`config.mk`:
```
export PLATFORM = sky130hd
export DESIGN_NAME = ps2_set2_scan_code_decoder_top
export DESIGN_NICKNAME = d
export VERILOG_FILES = /design/src/rtl/ps2dec_pkg.sv /design/src/rtl/ps2dec_seq_store.sv /design/src/rtl/ps2dec_classify.sv /design/src/rtl/ps2_set2_scan_code_decoder_top.sv
export SDC_FILE = /design/constraint.sdc
export NUM_CORES = 1
export LEC_CHECK = 0
export BUFFER_PORTS_ARGS = -buffer_cell sky130_fd_sc_hd__buf_4
export CAP_MARGIN = 20
export CORE_ASPECT_RATIO = 1.25
export CORE_MARGIN = 3
export CORE_UTILIZATION = 59
export DETAILED_ROUTE_END_ITERATION = 10
export PLACE_DENSITY_LB_ADDON = 0.05
export REMOVE_ABC_BUFFERS = 1
export SLEW_MARGIN = 30
export SYNTH_ARGS = -nofsm -noshare
export SYNTH_HDL_FRONTEND = slang
export SYNTH_SLANG_ARGS = --single-unit
```
`constraint.sdc`:
```
create_clock -name clk_i -period 3.2 [get_ports clk_i]
set_input_delay 0.64 -clock clk_i [delete_from_list [all_inputs] [get_ports clk_i]]
set_output_delay 0.64 -clock clk_i [all_outputs]
set_load 0.05 [all_outputs]
```
`src/rtl/ps2dec_pkg.sv`:
```
// Types and constants of the PS/2 set 2 scan code decoder.
// No dependencies; imported by every module of the decoder.
package ps2dec_pkg;

  // Bytes kept for the sequence in progress (the eighth byte is never stored).
  localparam int unsigned SeqDepth = 7;
  localparam int unsigned LenWidth = 3;

  // Highest accepted code plus one, for plain and for E0-prefixed keys.
  localparam int unsigned NormalCodeLimit   = 256;
  localparam int unsigned ExtendedCodeLimit = 256;

  localparam logic [7:0] BytePrefixBreak = 8'hF0;
  localparam logic [7:0] BytePrefixExt   = 8'hE0;
  localparam logic [7:0] BytePrefixPause = 8'hE1;
  localparam logic [7:0] BytePrtScLead   = 8'h12;
  localparam logic [7:0] BytePrtScCode   = 8'h7C;
  localparam logic [7:0] BytePauseCtrl   = 8'h14;
  localparam logic [7:0] BytePauseNum    = 8'h77;

  typedef enum logic [2:0] {
    KIND_INCOMPLETE = 3'd0,
    KIND_NORMAL     = 3'd1,
    KIND_EXTENDED   = 3'd2,
    KIND_PRINT      = 3'd3,
    KIND_PAUSE      = 3'd4,
    KIND_UNKNOWN    = 3'd5
  } event_kind_e;

  typedef logic [SeqDepth-1:0][7:0] seq_bytes_t;

  // Decision for one byte: the event plus the sequence clear request.
  typedef struct packed {
    event_kind_e kind;
    logic [7:0]  code;
    logic        pressed;
    logic        pulse;
    logic        clear;
  } dec_result_t;

endpackage

```
`src/rtl/ps2dec_seq_store.sv`:
```
// Byte store and length counter for the scan sequence in progress.
// Depends on ps2dec_pkg.
module ps2dec_seq_store (
  input  logic                                clk_i,
  input  logic                                rst_ni,
  input  logic                                write_en_i,
  input  logic                                clear_i,
  input  logic [7:0]                          scan_byte_i,
  output logic [ps2dec_pkg::LenWidth-1:0]     seq_len_o,
  output ps2dec_pkg::seq_bytes_t              seq_bytes_o
);
  import ps2dec_pkg::*;

  logic [LenWidth-1:0] len_q, len_d;
  seq_bytes_t          bytes_q;

  always_comb begin
    len_d = len_q;
    if (write_en_i) begin
      len_d = clear_i ? '0 : len_q + LenWidth'(1);
    end
  end

  always_ff @(posedge clk_i or negedge rst_ni) begin
    if (!rst_ni) begin
      len_q <= '0;
    end else begin
      len_q <= len_d;
    end
  end

  // Last byte of a full sequence is decoded straight from the input: skip it.
  always_ff @(posedge clk_i) begin
    if (write_en_i && (len_q != LenWidth'(SeqDepth))) begin
      bytes_q[len_q] <= scan_byte_i;
    end
  end

  assign seq_len_o   = len_q;
  assign seq_bytes_o = bytes_q;

endmodule

```
`src/rtl/ps2dec_classify.sv`:
```
// Combinational classifier: stored sequence plus current byte to one event.
// Depends on ps2dec_pkg.
module ps2dec_classify (
  input  logic [ps2dec_pkg::LenWidth-1:0] seq_len_i,
  input  ps2dec_pkg::seq_bytes_t          seq_bytes_i,
  input  logic [7:0]                      scan_byte_i,
  output ps2dec_pkg::dec_result_t         result_o
);
  import ps2dec_pkg::*;

  function automatic dec_result_t finish_key(event_kind_e kind, logic [7:0] code,
                                             logic pressed, logic [8:0] limit);
    dec_result_t r;
    r       = '0;
    r.clear = 1'b1;
    if ({1'b0, code} >= limit) begin
      r.kind = KIND_UNKNOWN;
    end else begin
      r.kind    = kind;
      r.code    = code;
      r.pressed = pressed;
    end
    return r;
  endfunction

  localparam logic [8:0] NormLimit = 9'(NormalCodeLimit);
  localparam logic [8:0] ExtLimit  = 9'(ExtendedCodeLimit);

  dec_result_t wait_res;
  dec_result_t unknown_res;
  logic [7:0]  b;
  logic        prt_make, prt_break, pause_hit;

  assign b = scan_byte_i;

  always_comb begin
    wait_res          = '0;
    wait_res.kind     = KIND_INCOMPLETE;
    unknown_res       = '0;
    unknown_res.kind  = KIND_UNKNOWN;
    unknown_res.clear = 1'b1;
  end

  // Long-sequence matches; the current byte closes each pattern.
  assign prt_make  = (seq_bytes_i[0] == BytePrefixExt) && (seq_bytes_i[1] == BytePrtScLead) &&
                     (seq_bytes_i[2] == BytePrefixExt) && (b == BytePrtScCode);
  assign prt_break = (seq_len_i == LenWidth'(5)) &&
                     (seq_bytes_i[0] == BytePrefixExt) && (seq_bytes_i[1] == BytePrefixBreak) &&
                     (seq_bytes_i[2] == BytePrtScCode) && (seq_bytes_i[3] == BytePrefixExt) &&
                     (seq_bytes_i[4] == BytePrefixBreak) && (b == BytePrtScLead);
  assign pause_hit = (seq_bytes_i[0] == BytePrefixPause) && (seq_bytes_i[1] == BytePauseCtrl) &&
                     (seq_bytes_i[2] == BytePauseNum) && (seq_bytes_i[3] == BytePrefixPause) &&
                     (seq_bytes_i[4] == BytePrefixBreak) && (seq_bytes_i[5] == BytePauseCtrl) &&
                     (seq_bytes_i[6] == BytePrefixBreak) && (b == BytePauseNum);

  always_comb begin
    result_o = wait_res;
    unique case (seq_len_i)
      LenWidth'(0): begin
        if ((b == BytePrefixBreak) || (b == BytePrefixExt) || (b == BytePrefixPause)) begin
          result_o = wait_res;
        end else begin
          result_o = finish_key(KIND_NORMAL, b, 1'b1, NormLimit);
        end
      end
      LenWidth'(1): begin
        if (seq_bytes_i[0] == BytePrefixBreak) begin
          result_o = finish_key(KIND_NORMAL, b, 1'b0, NormLimit);
        end else if (seq_bytes_i[0] == BytePrefixExt) begin
          if ((b == BytePrefixBreak) || (b == BytePrtScLead)) begin
            result_o = wait_res;
          end else begin
            result_o = finish_key(KIND_EXTENDED, b, 1'b1, ExtLimit);
          end
        end else begin
          result_o = wait_res;
        end
      end
      LenWidth'(2): begin
        if ((seq_bytes_i[0] == BytePrefixExt) && (seq_bytes_i[1] == BytePrefixBreak)) begin
          if (b == BytePrtScCode) begin
            result_o = wait_res;
          end else begin
            result_o = finish_key(KIND_EXTENDED, b, 1'b0, ExtLimit);
          end
        end else if (((seq_bytes_i[0] == BytePrefixExt) && (seq_bytes_i[1] == BytePrtScLead) &&
                      (b == BytePrefixExt)) ||
                     ((seq_bytes_i[0] == BytePrefixPause) && (seq_bytes_i[1] == BytePauseCtrl) &&
                      (b == BytePauseNum))) begin
          result_o = wait_res;
        end else begin
          result_o = unknown_res;
        end
      end
      default: begin
        if (prt_make) begin
          result_o         = '0;
          result_o.kind    = KIND_PRINT;
          result_o.pressed = 1'b1;
          result_o.clear   = 1'b1;
        end else if (prt_break) begin
          result_o       = '0;
          result_o.kind  = KIND_PRINT;
          result_o.clear = 1'b1;
        end else if (seq_len_i == LenWidth'(SeqDepth)) begin
          if (pause_hit) begin
            result_o       = '0;
            result_o.kind  = KIND_PAUSE;
            result_o.pulse = 1'b1;
            result_o.clear = 1'b1;
          end else begin
            result_o = unknown_res;
          end
        end else begin
          result_o = wait_res;
        end
      end
    endcase
  end

endmodule

```
`src/rtl/ps2_set2_scan_code_decoder_top.sv`:
```
// Top level of the PS/2 scan code set 2 decoder: input register, classifier,
// sequence store and result register. Depends on ps2dec_pkg, ps2dec_classify
// and ps2dec_seq_store.
//
//   channel | valid      | ready      | payload
//   --------+------------+------------+-------------------------------------------
//   in      | in_valid_i | in_ready_o | scan_byte_i
//   out     | out_valid_o| out_ready_i| event_kind_o, key_scan_code_o,
//           |            |            | key_pressed_o, pulse_event_o
//
// Every request in gives exactly one result out, through the input register and
// then the result register; one byte per cycle is sustained while the output is
// not stalled.
// The throughput is set by the single classify pass between the input register
// and the result register, which also advances the sequence store.
// Reset (rst_ni low, asynchronous) empties both registers and clears the
// sequence length; the stored bytes are not cleared.
// While the output stalls, a request is still taken into an empty input
// register; the input then holds until the result register drains.
module ps2_set2_scan_code_decoder_top (
  input  logic       clk_i,
  input  logic       rst_ni,
  input  logic       in_valid_i,
  output logic       in_ready_o,
  input  logic [7:0] scan_byte_i,
  output logic       out_valid_o,
  input  logic       out_ready_i,
  output logic [2:0] event_kind_o,
  output logic [7:0] key_scan_code_o,
  output logic       key_pressed_o,
  output logic       pulse_event_o
);
  import ps2dec_pkg::*;

  // Input register.
  logic       in_valid_q, in_valid_d;
  logic [7:0] in_byte_q;

  // Result register.
  logic        out_valid_q, out_valid_d;
  event_kind_e out_kind_q;
  logic [7:0]  out_code_q;
  logic        out_pressed_q;
  logic        out_pulse_q;

  logic                advance;   // result register can take a new value
  logic                take;      // input request moves into the result register
  logic [LenWidth-1:0] seq_len;
  seq_bytes_t          seq_bytes;
  dec_result_t         dec;

  assign advance    = !out_valid_q || out_ready_i;
  assign in_ready_o = !in_valid_q || advance;
  assign take       = in_valid_q && advance;

  always_comb begin
    in_valid_d  = in_valid_q;
    out_valid_d = out_valid_q;
    if (in_ready_o) begin
      in_valid_d = in_valid_i;
    end
    if (advance) begin
      out_valid_d = in_valid_q;
    end
  end

  always_ff @(posedge clk_i or negedge rst_ni) begin
    if (!rst_ni) begin
      in_valid_q  <= 1'b0;
      out_valid_q <= 1'b0;
    end else begin
      in_valid_q  <= in_valid_d;
      out_valid_q <= out_valid_d;
    end
  end

  // Payload: load the byte on acceptance, load the event when it advances.
  always_ff @(posedge clk_i) begin
    if (in_valid_i && in_ready_o) begin
      in_byte_q <= scan_byte_i;
    end
    if (take) begin
      out_kind_q    <= dec.kind;
      out_code_q    <= dec.code;
      out_pressed_q <= dec.pressed;
      out_pulse_q   <= dec.pulse;
    end
  end

  ps2dec_seq_store u_store (
    .clk_i       (clk_i),
    .rst_ni      (rst_ni),
    .write_en_i  (take),
    .clear_i     (dec.clear),
    .scan_byte_i (in_byte_q),
    .seq_len_o   (seq_len),
    .seq_bytes_o (seq_bytes)
  );

  ps2dec_classify u_classify (
    .seq_len_i   (seq_len),
    .seq_bytes_i (seq_bytes),
    .scan_byte_i (in_byte_q),
    .result_o    (dec)
  );

  assign out_valid_o     = out_valid_q;
  assign event_kind_o    = out_kind_q;
  assign key_scan_code_o = out_code_q;
  assign key_pressed_o   = out_pressed_q;
  assign pulse_event_o   = out_pulse_q;

endmodule

```
Yosys cells after proc, flatten, opt, wreduce, memory -nomap -nowiden
Cells that the tools add are included.
{ "op_classes": {"add_sub_neg": 1, "mul": 0, "div_mod_pow": 0, "order_cmp": 2, "n_eq_ne": 25, "shifts": 0, "n_mux": 16, "bitwise": 0, "n_reduce_logical": 32} }
{ "op_table": {"columns": ["cell", "n"], "rows": [
  ["8-bit equality test (second input constant)", 12],
  ["14-bit two-way mux", 6],
  ["56-bit bitwise mux", 1],
  ["14-bit one-hot mux with 3 select lines", 1],
  ["13-bit two-way mux", 3],
  ["8-bit by 5-bit equality test with 1-bit output (second input constant)", 4],
  ["8-bit by 7-bit equality test with 1-bit output (second input constant)", 4],
  ["8-bit demux with 3-bit select", 1],
  ["12-bit two-way mux", 2],
  ["1-bit logical AND", 23],
  ["8-bit two-way mux", 1],
  ["3-bit equality test (second input constant)", 2],
  ["1-bit logical OR", 6],
  ["3-bit by 4-bit less-than comparator with 1-bit output (second input constant)", 1],
  ["3-bit by 1-bit adder with 3-bit output (second input constant)", 1],
  ["3-bit by 1-bit equality test with 1-bit output (second input constant)", 1],
  ["3-bit by 2-bit equality test with 1-bit output (second input constant)", 1],
  ["3-bit by 1-bit greater-or-equal comparator with 1-bit output (second input constant)", 1],
  ["3-bit zero test", 1],
  ["3-bit two-way mux", 1],
  ["3-bit inequality test (second input constant)", 1],
  ["1-bit zero test", 2]
]} }
{ "totals": {"register_bits": 82, "latch_bits": 0, "ram_bits": 0, "mem_bits_ro": 0, "input_bits": 12, "out_inout_bits": 15, "word_cells": 91, "memories": 0} }

Longest topological paths before layout
Gate-level depths: netlist of the first run.
{ "depth": {"depth_word": 14, "depth_mapped": 7} }

By module
A second synthesis of the first run with hierarchy kept.
{ "hier_totals": {"cells_unflattened": 195, "hier_area_um2": 3186.8} }
{ "by_module_without_submodules": {"columns": ["mod", "instances", "cells_each", "area_per_inst_um2", "seq_area_each_um2"], "rows": [
  ["ps2dec_seq_store", 1, 80, 1889.3, 1756.7],
  ["ps2_set2_scan_code_decoder_top", 1, 29, 734.5, 680.7],
  ["ps2dec_classify", 1, 86, 563.0, 0.0]
]} }

Least setup slack after synthesis of the first run
OpenSTA, ideal clock, no wires.
{ "synth_path": {"path_kind": "flip-flop to flip-flop", "startpoint": "reg u_store.bytes_q (netlist bit u_store.seq_bytes_o[1])", "endpoint": "reg out_kind_q[2] (netlist: event_kind_o[2]), data pin", "arrival_ns": 2.117, "t_required_ns": 2.946, "setup_slack_ns": 0.829, "stages_incl_launch_ff": 6, "path_buffers": 0, "synth_period_minus_slack_ns": 2.371, "path_cell_list": "edfxtp_1 -> or4_4 -> or4_4 -> o31a_2 -> and2_1 -> a21o_1"} }
{ "synth_rtl": {"columns": ["element", "line", "rtl"], "rows": [
  ["from (decl)", "ps2dec_seq_store.sv:15", "seq_bytes_t bytes_q;"],
  ["from (signal, indexed assignment)", "ps2dec_seq_store.sv:35", "bytes_q[len_q] <= scan_byte_i;"],
  ["to (signal assigned)", "ps2_set2_scan_code_decoder_top.sv:83", "out_kind_q <= dec.kind;"],
  ["to (decl)", "ps2_set2_scan_code_decoder_top.sv:41", "event_kind_e out_kind_q;"]
]} }

==> results of run 1 <==
-- routing by layer --
layer / wire length [um] / part of all wire
met4: 261 / 0.038
met2: 3490 / 0.50
met1: 2780 / 0.40
met3: 423 / 0.061
met5: 0 / 0
-- flip-flops by register name, indices dropped and copies added (netlist names) --
register	flops
key_pressed_o	1
in_valid_q	1
pulse_event_o	1
u_store.seq_bytes_o	56
event_kind_o	3
out_valid_o	1
u_store.seq_len_o	3
in_byte_q	8
key_scan_code_o	8
-- through the flow --
stage	instances	util	hold slack (ns)	total power, mW
finish	325	0.701	0.0699	2.76
floorplan	215	-	0.344	1.87
detailed placement	309	0.667	0.447	2.09
global route	325	0.701	0.0491	2.88
global placement	309	0.667	0.443	2.07
CTS	325	0.701	0.0592	2.77
-- how the worst min path moves through the flow --
stage / end / slack [ns] / cells past startpoint / from
final: out_valid_o / 0.07 / 1 / rst_ni
after CTS: out_valid_o / 0.06 / 1 / rst_ni
after global placement: out_valid_o / 0.44 / 1 / rst_ni
after detailed placement: out_valid_o / 0.45 / 1 / rst_ni
after global routing: out_valid_o / 0.05 / 1 / rst_ni
after floorplan: in_valid_q / 0.34 / 0 / rst_ni
-- area by class of cell --
class | instances | area, um^2
Sequential cell | 82 | 2440
Fill cell | 369 | 1630
Multi-Input combinational cell | 127 | 865
Timing Repair Buffer | 30 | 225
Clock buffer | 9 | 124
Tap cell | 64 | 80.1
Clock inverter | 7 | 60.1
Inverter | 6 | 22.5
-- synthesized netlist by cell type, drive strengths merged --
cell type | n | share of area
edfxtp | 77 | 0.69
nor3 | 11 | 0.017
nand2 | 10 | 0.011
nand4 | 10 | 0.019
nor2 | 10 | 0.011
nand3 | 8 | 0.012
nor4b | 8 | 0.021
and2 | 7 | 0.013
inv | 6 | 0.0068
nand2b | 6 | 0.011
nor2b | 6 | 0.011
dfrtp | 5 | 0.038
ha | 5 | 0.019
o31ai | 5 | 0.013
and3 | 4 | 0.0075
or4 | 4 | 0.011
a31oi | 3 | 0.0056
nor4 | 3 | 0.0056
or3 | 3 | 0.0056
a21oi | 2 | 0.0030
a41oi | 2 | 0.0053
and4b | 2 | 0.0060
nand3b | 2 | 0.0045
nand4b | 2 | 0.0053
nor4bb | 2 | 0.0060
a21boi | 1 | 0.0023
a21o | 1 | 0.0023
a2bb2oi | 1 | 0.0026
a311oi | 1 | 0.0026
a32oi | 1 | 0.0026
and2b | 1 | 0.0023
and4 | 1 | 0.0026
buf | 1 | 0.0034
nor3b | 1 | 0.0023
o31a | 1 | 0.0030
o41ai | 1 | 0.0083
or2 | 1 | 0.0019
or4b | 1 | 0.0030
-- worst reg2reg max path, cell delays in order, from the launching register on --
cell	delay [ns]
edfxtp_1	0.39
or4_4	0.57
nor4_1	0.59
nand4_1	0.39
and2_1	0.31
a21o_1	0.18
-- power by group --
| part | switching (mW) | internal [mW] |
|---|---|---|
| logic | 0.422 | 0.222 |
| registers | 0.0901 | 1.34 |
| clock network | 0.388 | 0.295 |
| total | 0.900 | 1.86 |
-- cell usage in the layout, fill, tap and decap left out, types with 4 or more instances in the layout --
cell and count:
nand3_1 8, nand4_1 10, nand2b_1 6, dfrtp_1 5
o31ai_1 4, clkbuf_8 9, nor2b_1 6, and2_1 7
nand2_1 10, nor4b_1 8, nor3_1 11, and3_1 4
ha_1 5, inv_1 6, buf_4 30, edfxtp_1 77
nor2_1 10
-- cells by family after synthesis --
kind of cell | count (synthesis)
and+or+nand+nor | 103
AOI/OAI and AO/OA | 19
buffers and inverters | 7
DFF | 82
adders and majority gates | 5
==> out/results.ini, run 1 <==
[floorplanning]
die_w_um=73.3
die_area_um2=6600
row_count=30
dieHeight_um=90.1
start_util=0.613
ioPinCount=27
core_um2=5440

[timing]
skew_ns=0.0123
relSlewSlack=0.543
fmax_ghz=0.377
slew_violations=0
rsz0062_at_grt=no
finalHoldViolations=0
worst_pin_slew_ns=0.682
layout_min_cycle_time_ns=2.65
period_share=0.829
fin_tns_setup_ns=0
setup_violations=0
fin_ws_ns=0.549

[status]
status=complete, no violations

[setup_path]
rr_endpoint=event_kind_o[2]
endpoint_kind=register
critPathTopFamily=simple AND/OR/NAND/NOR gates
crit_chain=or4_4, nor4_1, nand4_1, and2_1, a21o_1
cp_slowest_cell=nor4_1
worst_r2r_path_depth=5
critical_path.startpoint=u_store.seq_bytes_o[1]
cp.required_ns=3.32
critPathMaxStageDelay_ns=0.59
r2r-start=u_store.seq_bytes_o[1]
worstSetupPathType=reg -> reg
worstSetupEndpoint=event_kind_o[2]
cp.arrival_ns=2.77
reg2reg_slack_ns=0.55
timing.critical_path.buf_inv=0
critPathMaxFanout=5
cp.depth=5
startpoint_type=register

[flow_run]
maxCapViolCount=0

[global_routing]
grt_usage=0.227
grt_use_met2=0.354
met3_usage=0.0593
grt_pass1_vias=2140
grt-ovfl-total=0
antenna_found_initial=0
grt-busiest-layer=met2
grt_max_degree=17
use_met1=0.284
grt_pass1_wl_mm=10.8

[power_and_ir_drop]
ir_drop_mv=0.513
power_leakage_nw=1.30
power_per_cell_area_nw_per_um2=723

[synthesis]
syn_inst=216
seq_area_frac_synth=0.731
ys_types=40
synth-compound-area-share=0.0503
syn-cell-area_um2=3340
ys_warn_count=0
synth-seq-cells=82
synthSimpleGateAreaFrac=0.190
syn_area_per_cell_um2=15.4
synth_fa_ha_area_frac=0.0188
synth_top_family_by_area=simple AND/OR/NAND/NOR gates
yosys.area_share.xor_xnor=0
synthMuxAreaShare=0

[cells_and_area]
fin_nets=273
antennaDiodeCount=0
syn2layout_area_growth_pct=14.3
fin_area_um2=3810
drive_above_1_share=0.199

[placement]
dpl.hpwl_mm=4.75
place_area_um2=3630
place_congestion=0.951
place_ws_ns=0.627
portBuffers=26

[route]
drtIter0Drc=303
dr.pass1.iters=4
viasPerCell=6.52
drc=0
wl_mm=6.95
antenna_left=0
wl_per_cell_um=21.4
num_vias=2119

[clocking]
clk_pin_slew_ns=0.09
cts.sinks=82
clk_latency_ns=0.35
cts_root_buffer=clkbuf_8
post_cts_buffers=0
clockBufferDepth=2
htreeDepth=3
ctsResizeCount=0
cts_tree=done
numCtsBuffers=9
hold_buffers=0

[hold_path]
hold_path.class=in -> async

Power figures use the tool's default switching activity.
==> run 2: changes to the inputs <==
--- a/config.mk
+++ b/config.mk
@@ -9,7 +9,7 @@
 export CAP_MARGIN = 20
 export CORE_ASPECT_RATIO = 1.25
 export CORE_MARGIN = 3
-export CORE_UTILIZATION = 59
+export CORE_UTILIZATION = 53
 export DETAILED_ROUTE_END_ITERATION = 10
 export PLACE_DENSITY_LB_ADDON = 0.05
 export REMOVE_ABC_BUFFERS = 1
==> constraint.sdc (replaced) <==
create_clock -name clk_i -period 2.3 [get_ports clk_i]
set_input_delay 0.46 -clock clk_i [delete_from_list [all_inputs] [get_ports clk_i]]
set_output_delay 0.46 -clock clk_i [all_outputs]
set_load 0.05 [all_outputs]
==> run 2 against run 1 <==
  * The flow now finishes with violations (negative setup slack)
  * Hold slack improved by 0.22 ns
  * Worst setup slack got worse by 0.62 ns
  * Critical path depth did not move
  * Power rose by 51%
  * Die area rose by 10%
  * Clock power rose by 66%
  * Clock skew fell by 0.0031 ns
  * First-iteration DRC count fell by 21%
==> out/results.ini, run 2 (synthesis results as in run 1) <==
[status]
status=finished with violations  ; was complete, no violations
violations=negative setup slack

[timing]
fin_ws_ns=-0.0726  ; was 0.549 ns
period_share=1.03  ; was 0.829
worst_pin_slew_ns=0.521  ; was 0.682 ns
fmax_ghz=0.421  ; was 0.377 GHz
relSlewSlack=0.653  ; was 0.543
finalHoldViolations=0  ; unchanged
rsz0062_at_grt=yes  ; was no
layout_min_cycle_time_ns=2.37  ; was 2.65 ns
slew_violations=0  ; unchanged
fin_tns_setup_ns=-0.145  ; was 0 ns
skew_ns=0.00915  ; was 0.0123 ns
setup_violations=3  ; was 0

[power_and_ir_drop]
sw_frac_of_total=0.301  ; was 0.327
ir_drop_mv=0.686  ; was 0.513 mV
power_mw=4.16  ; was 2.76 mW
internal_power_mw=2.91  ; was 1.86 mW
pwr-share-comb=0.258  ; was 0.234
sequentialPowerShare=0.471  ; was 0.519
power_per_cell_area_nw_per_um2=999  ; was 723 nW/um^2
clockPowerShare=0.271  ; was 0.248
power_leakage_nw=1.48  ; was 1.30 nW
p_switching_mw=1.25  ; was 0.900 mW

[floorplanning]
core_um2=5930  ; was 5440 um^2
ioPinCount=27  ; unchanged
dieHeight_um=94.7  ; was 90.1 um
row_count=31  ; was 30
start_util=0.562  ; was 0.613
die_area_um2=7290  ; was 6600 um^2
die_w_um=77.0  ; was 73.3 um

[setup_path]
startpoint_type=register  ; unchanged
reg2reg_slack_ns=-0.07  ; was 0.55 ns
r2r-start=in_byte_q[1]  ; was u_store.seq_bytes_o[1]
worst_r2r_path_depth=5  ; unchanged
worstSetupPathType=reg -> reg  ; unchanged
critPathMaxFanout=3  ; was 5
cp.required_ns=2.40  ; was 3.32 ns
cp.arrival_ns=2.47  ; was 2.77 ns
endpoint_kind=register  ; unchanged
rr_endpoint=event_kind_o[2]  ; unchanged

[hold_path]
hold_path.class=in -> reg  ; was in -> async
worst_hold_path.endpoint=in_byte_q[5]
whs_path_depth=1
min_from=scan_byte_i[5]

[clocking]
clockBufferDepth=2  ; unchanged
cts_root_buffer=clkbuf_8  ; unchanged
htreeDepth=3  ; unchanged
clk_latency_ns=0.34  ; was 0.35 ns
cts_tree=done  ; unchanged
clk_pin_slew_ns=0.08  ; was 0.09 ns
numCtsBuffers=9  ; unchanged
cts.sinks=82  ; unchanged

[placement]
place_congestion=0.886  ; was 0.951
portBuffers=26  ; unchanged
dpl.hpwl_mm=4.82  ; was 4.75 mm

[cells_and_area]
register_area_um2=2440  ; unchanged
largest_register_ffs=56  ; unchanged
multi_input_area_um2=918  ; was 865 um^2
fin_util=0.701  ; about the same
fillers=438  ; was 369
final_cell_mix=edfxtp_1, buf_4, nor3_1, nand2_1, nand4_1  ; was edfxtp_1, buf_4, nor3_1
final_common_cell=edfxtp_1  ; unchanged
drive_above_1_share=0.309  ; was 0.199
syn2layout_area_growth_pct=24.8  ; was 14.3%
antennaDiodeCount=0  ; unchanged
fin_nets=303  ; was 273

[flow_run]
maxCapViolCount=0  ; unchanged

[global_routing]
grt-ovfl-total=0  ; unchanged
grt_pass1_wl_mm=11.3  ; was 10.8 mm
grt_max_degree=16  ; was 17
antenna_found_initial=0  ; unchanged
grt_usage=0.210  ; was 0.227
grt_pass1_vias=2240  ; was 2140

[route]
num_vias=2132  ; was 2119
antenna_left=0  ; unchanged
drtIter0Drc=239  ; was 303
drc=0  ; unchanged
wl_mm=6.85  ; was 6.95 mm
dr.pass1.iters=4  ; unchanged
viasPerCell=5.72  ; was 6.52
wl_per_cell_um=18.4  ; was 21.4 um

==> run 2: cell count changes in the layout (fill, tap and decap cells not counted), moves of 2 or more <==
cell       before  now
a41oi_1         2    0
a41oi_2         0    2
buf_4          30   58
bufinv_16       0    2
==> run 2: how the worst max path moves through the flow <==
stage                                 startpoint              end  slack [ns]
after detailed placement  u_store.seq_bytes_o[1]  event_kind_o[0]       -0.12
final                               in_byte_q[1]  event_kind_o[2]       -0.07
after global routing                in_byte_q[1]  event_kind_o[2]       -0.13
after CTS                           in_byte_q[1]  event_kind_o[2]       -0.06
after global placement    u_store.seq_bytes_o[1]  event_kind_o[0]       -0.06
after floorplan           u_store.seq_bytes_o[1]  event_kind_o[2]       -0.07
==> run 2: what timing repair did <==
item,4_1_cts,5_1_grt
gates resized for setup,5,6
cloned,0,0
hold buffers,1,0
buffers inserted,1,0
endpoints found under the setup margin,6,20
hold endpoints to repair,5,0
pin swaps,2,1
==> run 2: power groups by stage <==
stage	Clock (mW)	Sequential, mW	Combinational, mW
floorplan	0	2.20	0.409
global placement	0	1.99	0.981
detailed placement	0	1.99	0.989
CTS	1.15	1.96	1.04
global route	1.23	1.98	1.16
finish	1.13	1.96	1.07
==> run 2: final cells by class <==
type,count,area share
Sequential cell,82,0.586
Multi-Input combinational cell,127,0.221
Timing Repair Buffer,60,0.110
Clock buffer,9,0.0298
Tap cell,82,0.0247
Clock inverter,7,0.0241
Inverter,6,0.00541
==> run 2: per-stage QoR <==
step / cell area [um^2] / worst slack [ns] / hold WS, ns / cells
2_1_floorplan: 3320 / -0.0709 / 0.164 / 215
3_3_place_gp: 3860 / -0.0646 / 0.266 / 355
3_5_place_dp: 3860 / -0.119 / 0.269 / 355
4_1_cts: 4130 / -0.0617 / 0.271 / 373
5_1_grt: 4160 / -0.129 / 0.267 / 373
6_report: 4160 / -0.0726 / 0.292 / 373
==> run 2: critical path, stage by stage, from the launching register on <==
cell      delay, ns
edfxtp_1       0.40
or4b_1         0.52
or4_4          0.59
o31a_4         0.30
and2_4         0.15
a21o_1         0.17
==> run 2: routing by layer <==
metal	global-route usage	wire (um)	vias up
li1	-	-	1000
met1	0.268	2830	1046
met2	0.329	3490	67
met3	0.0420	311	19
met4	0.136	212	0
met5	0	0	-
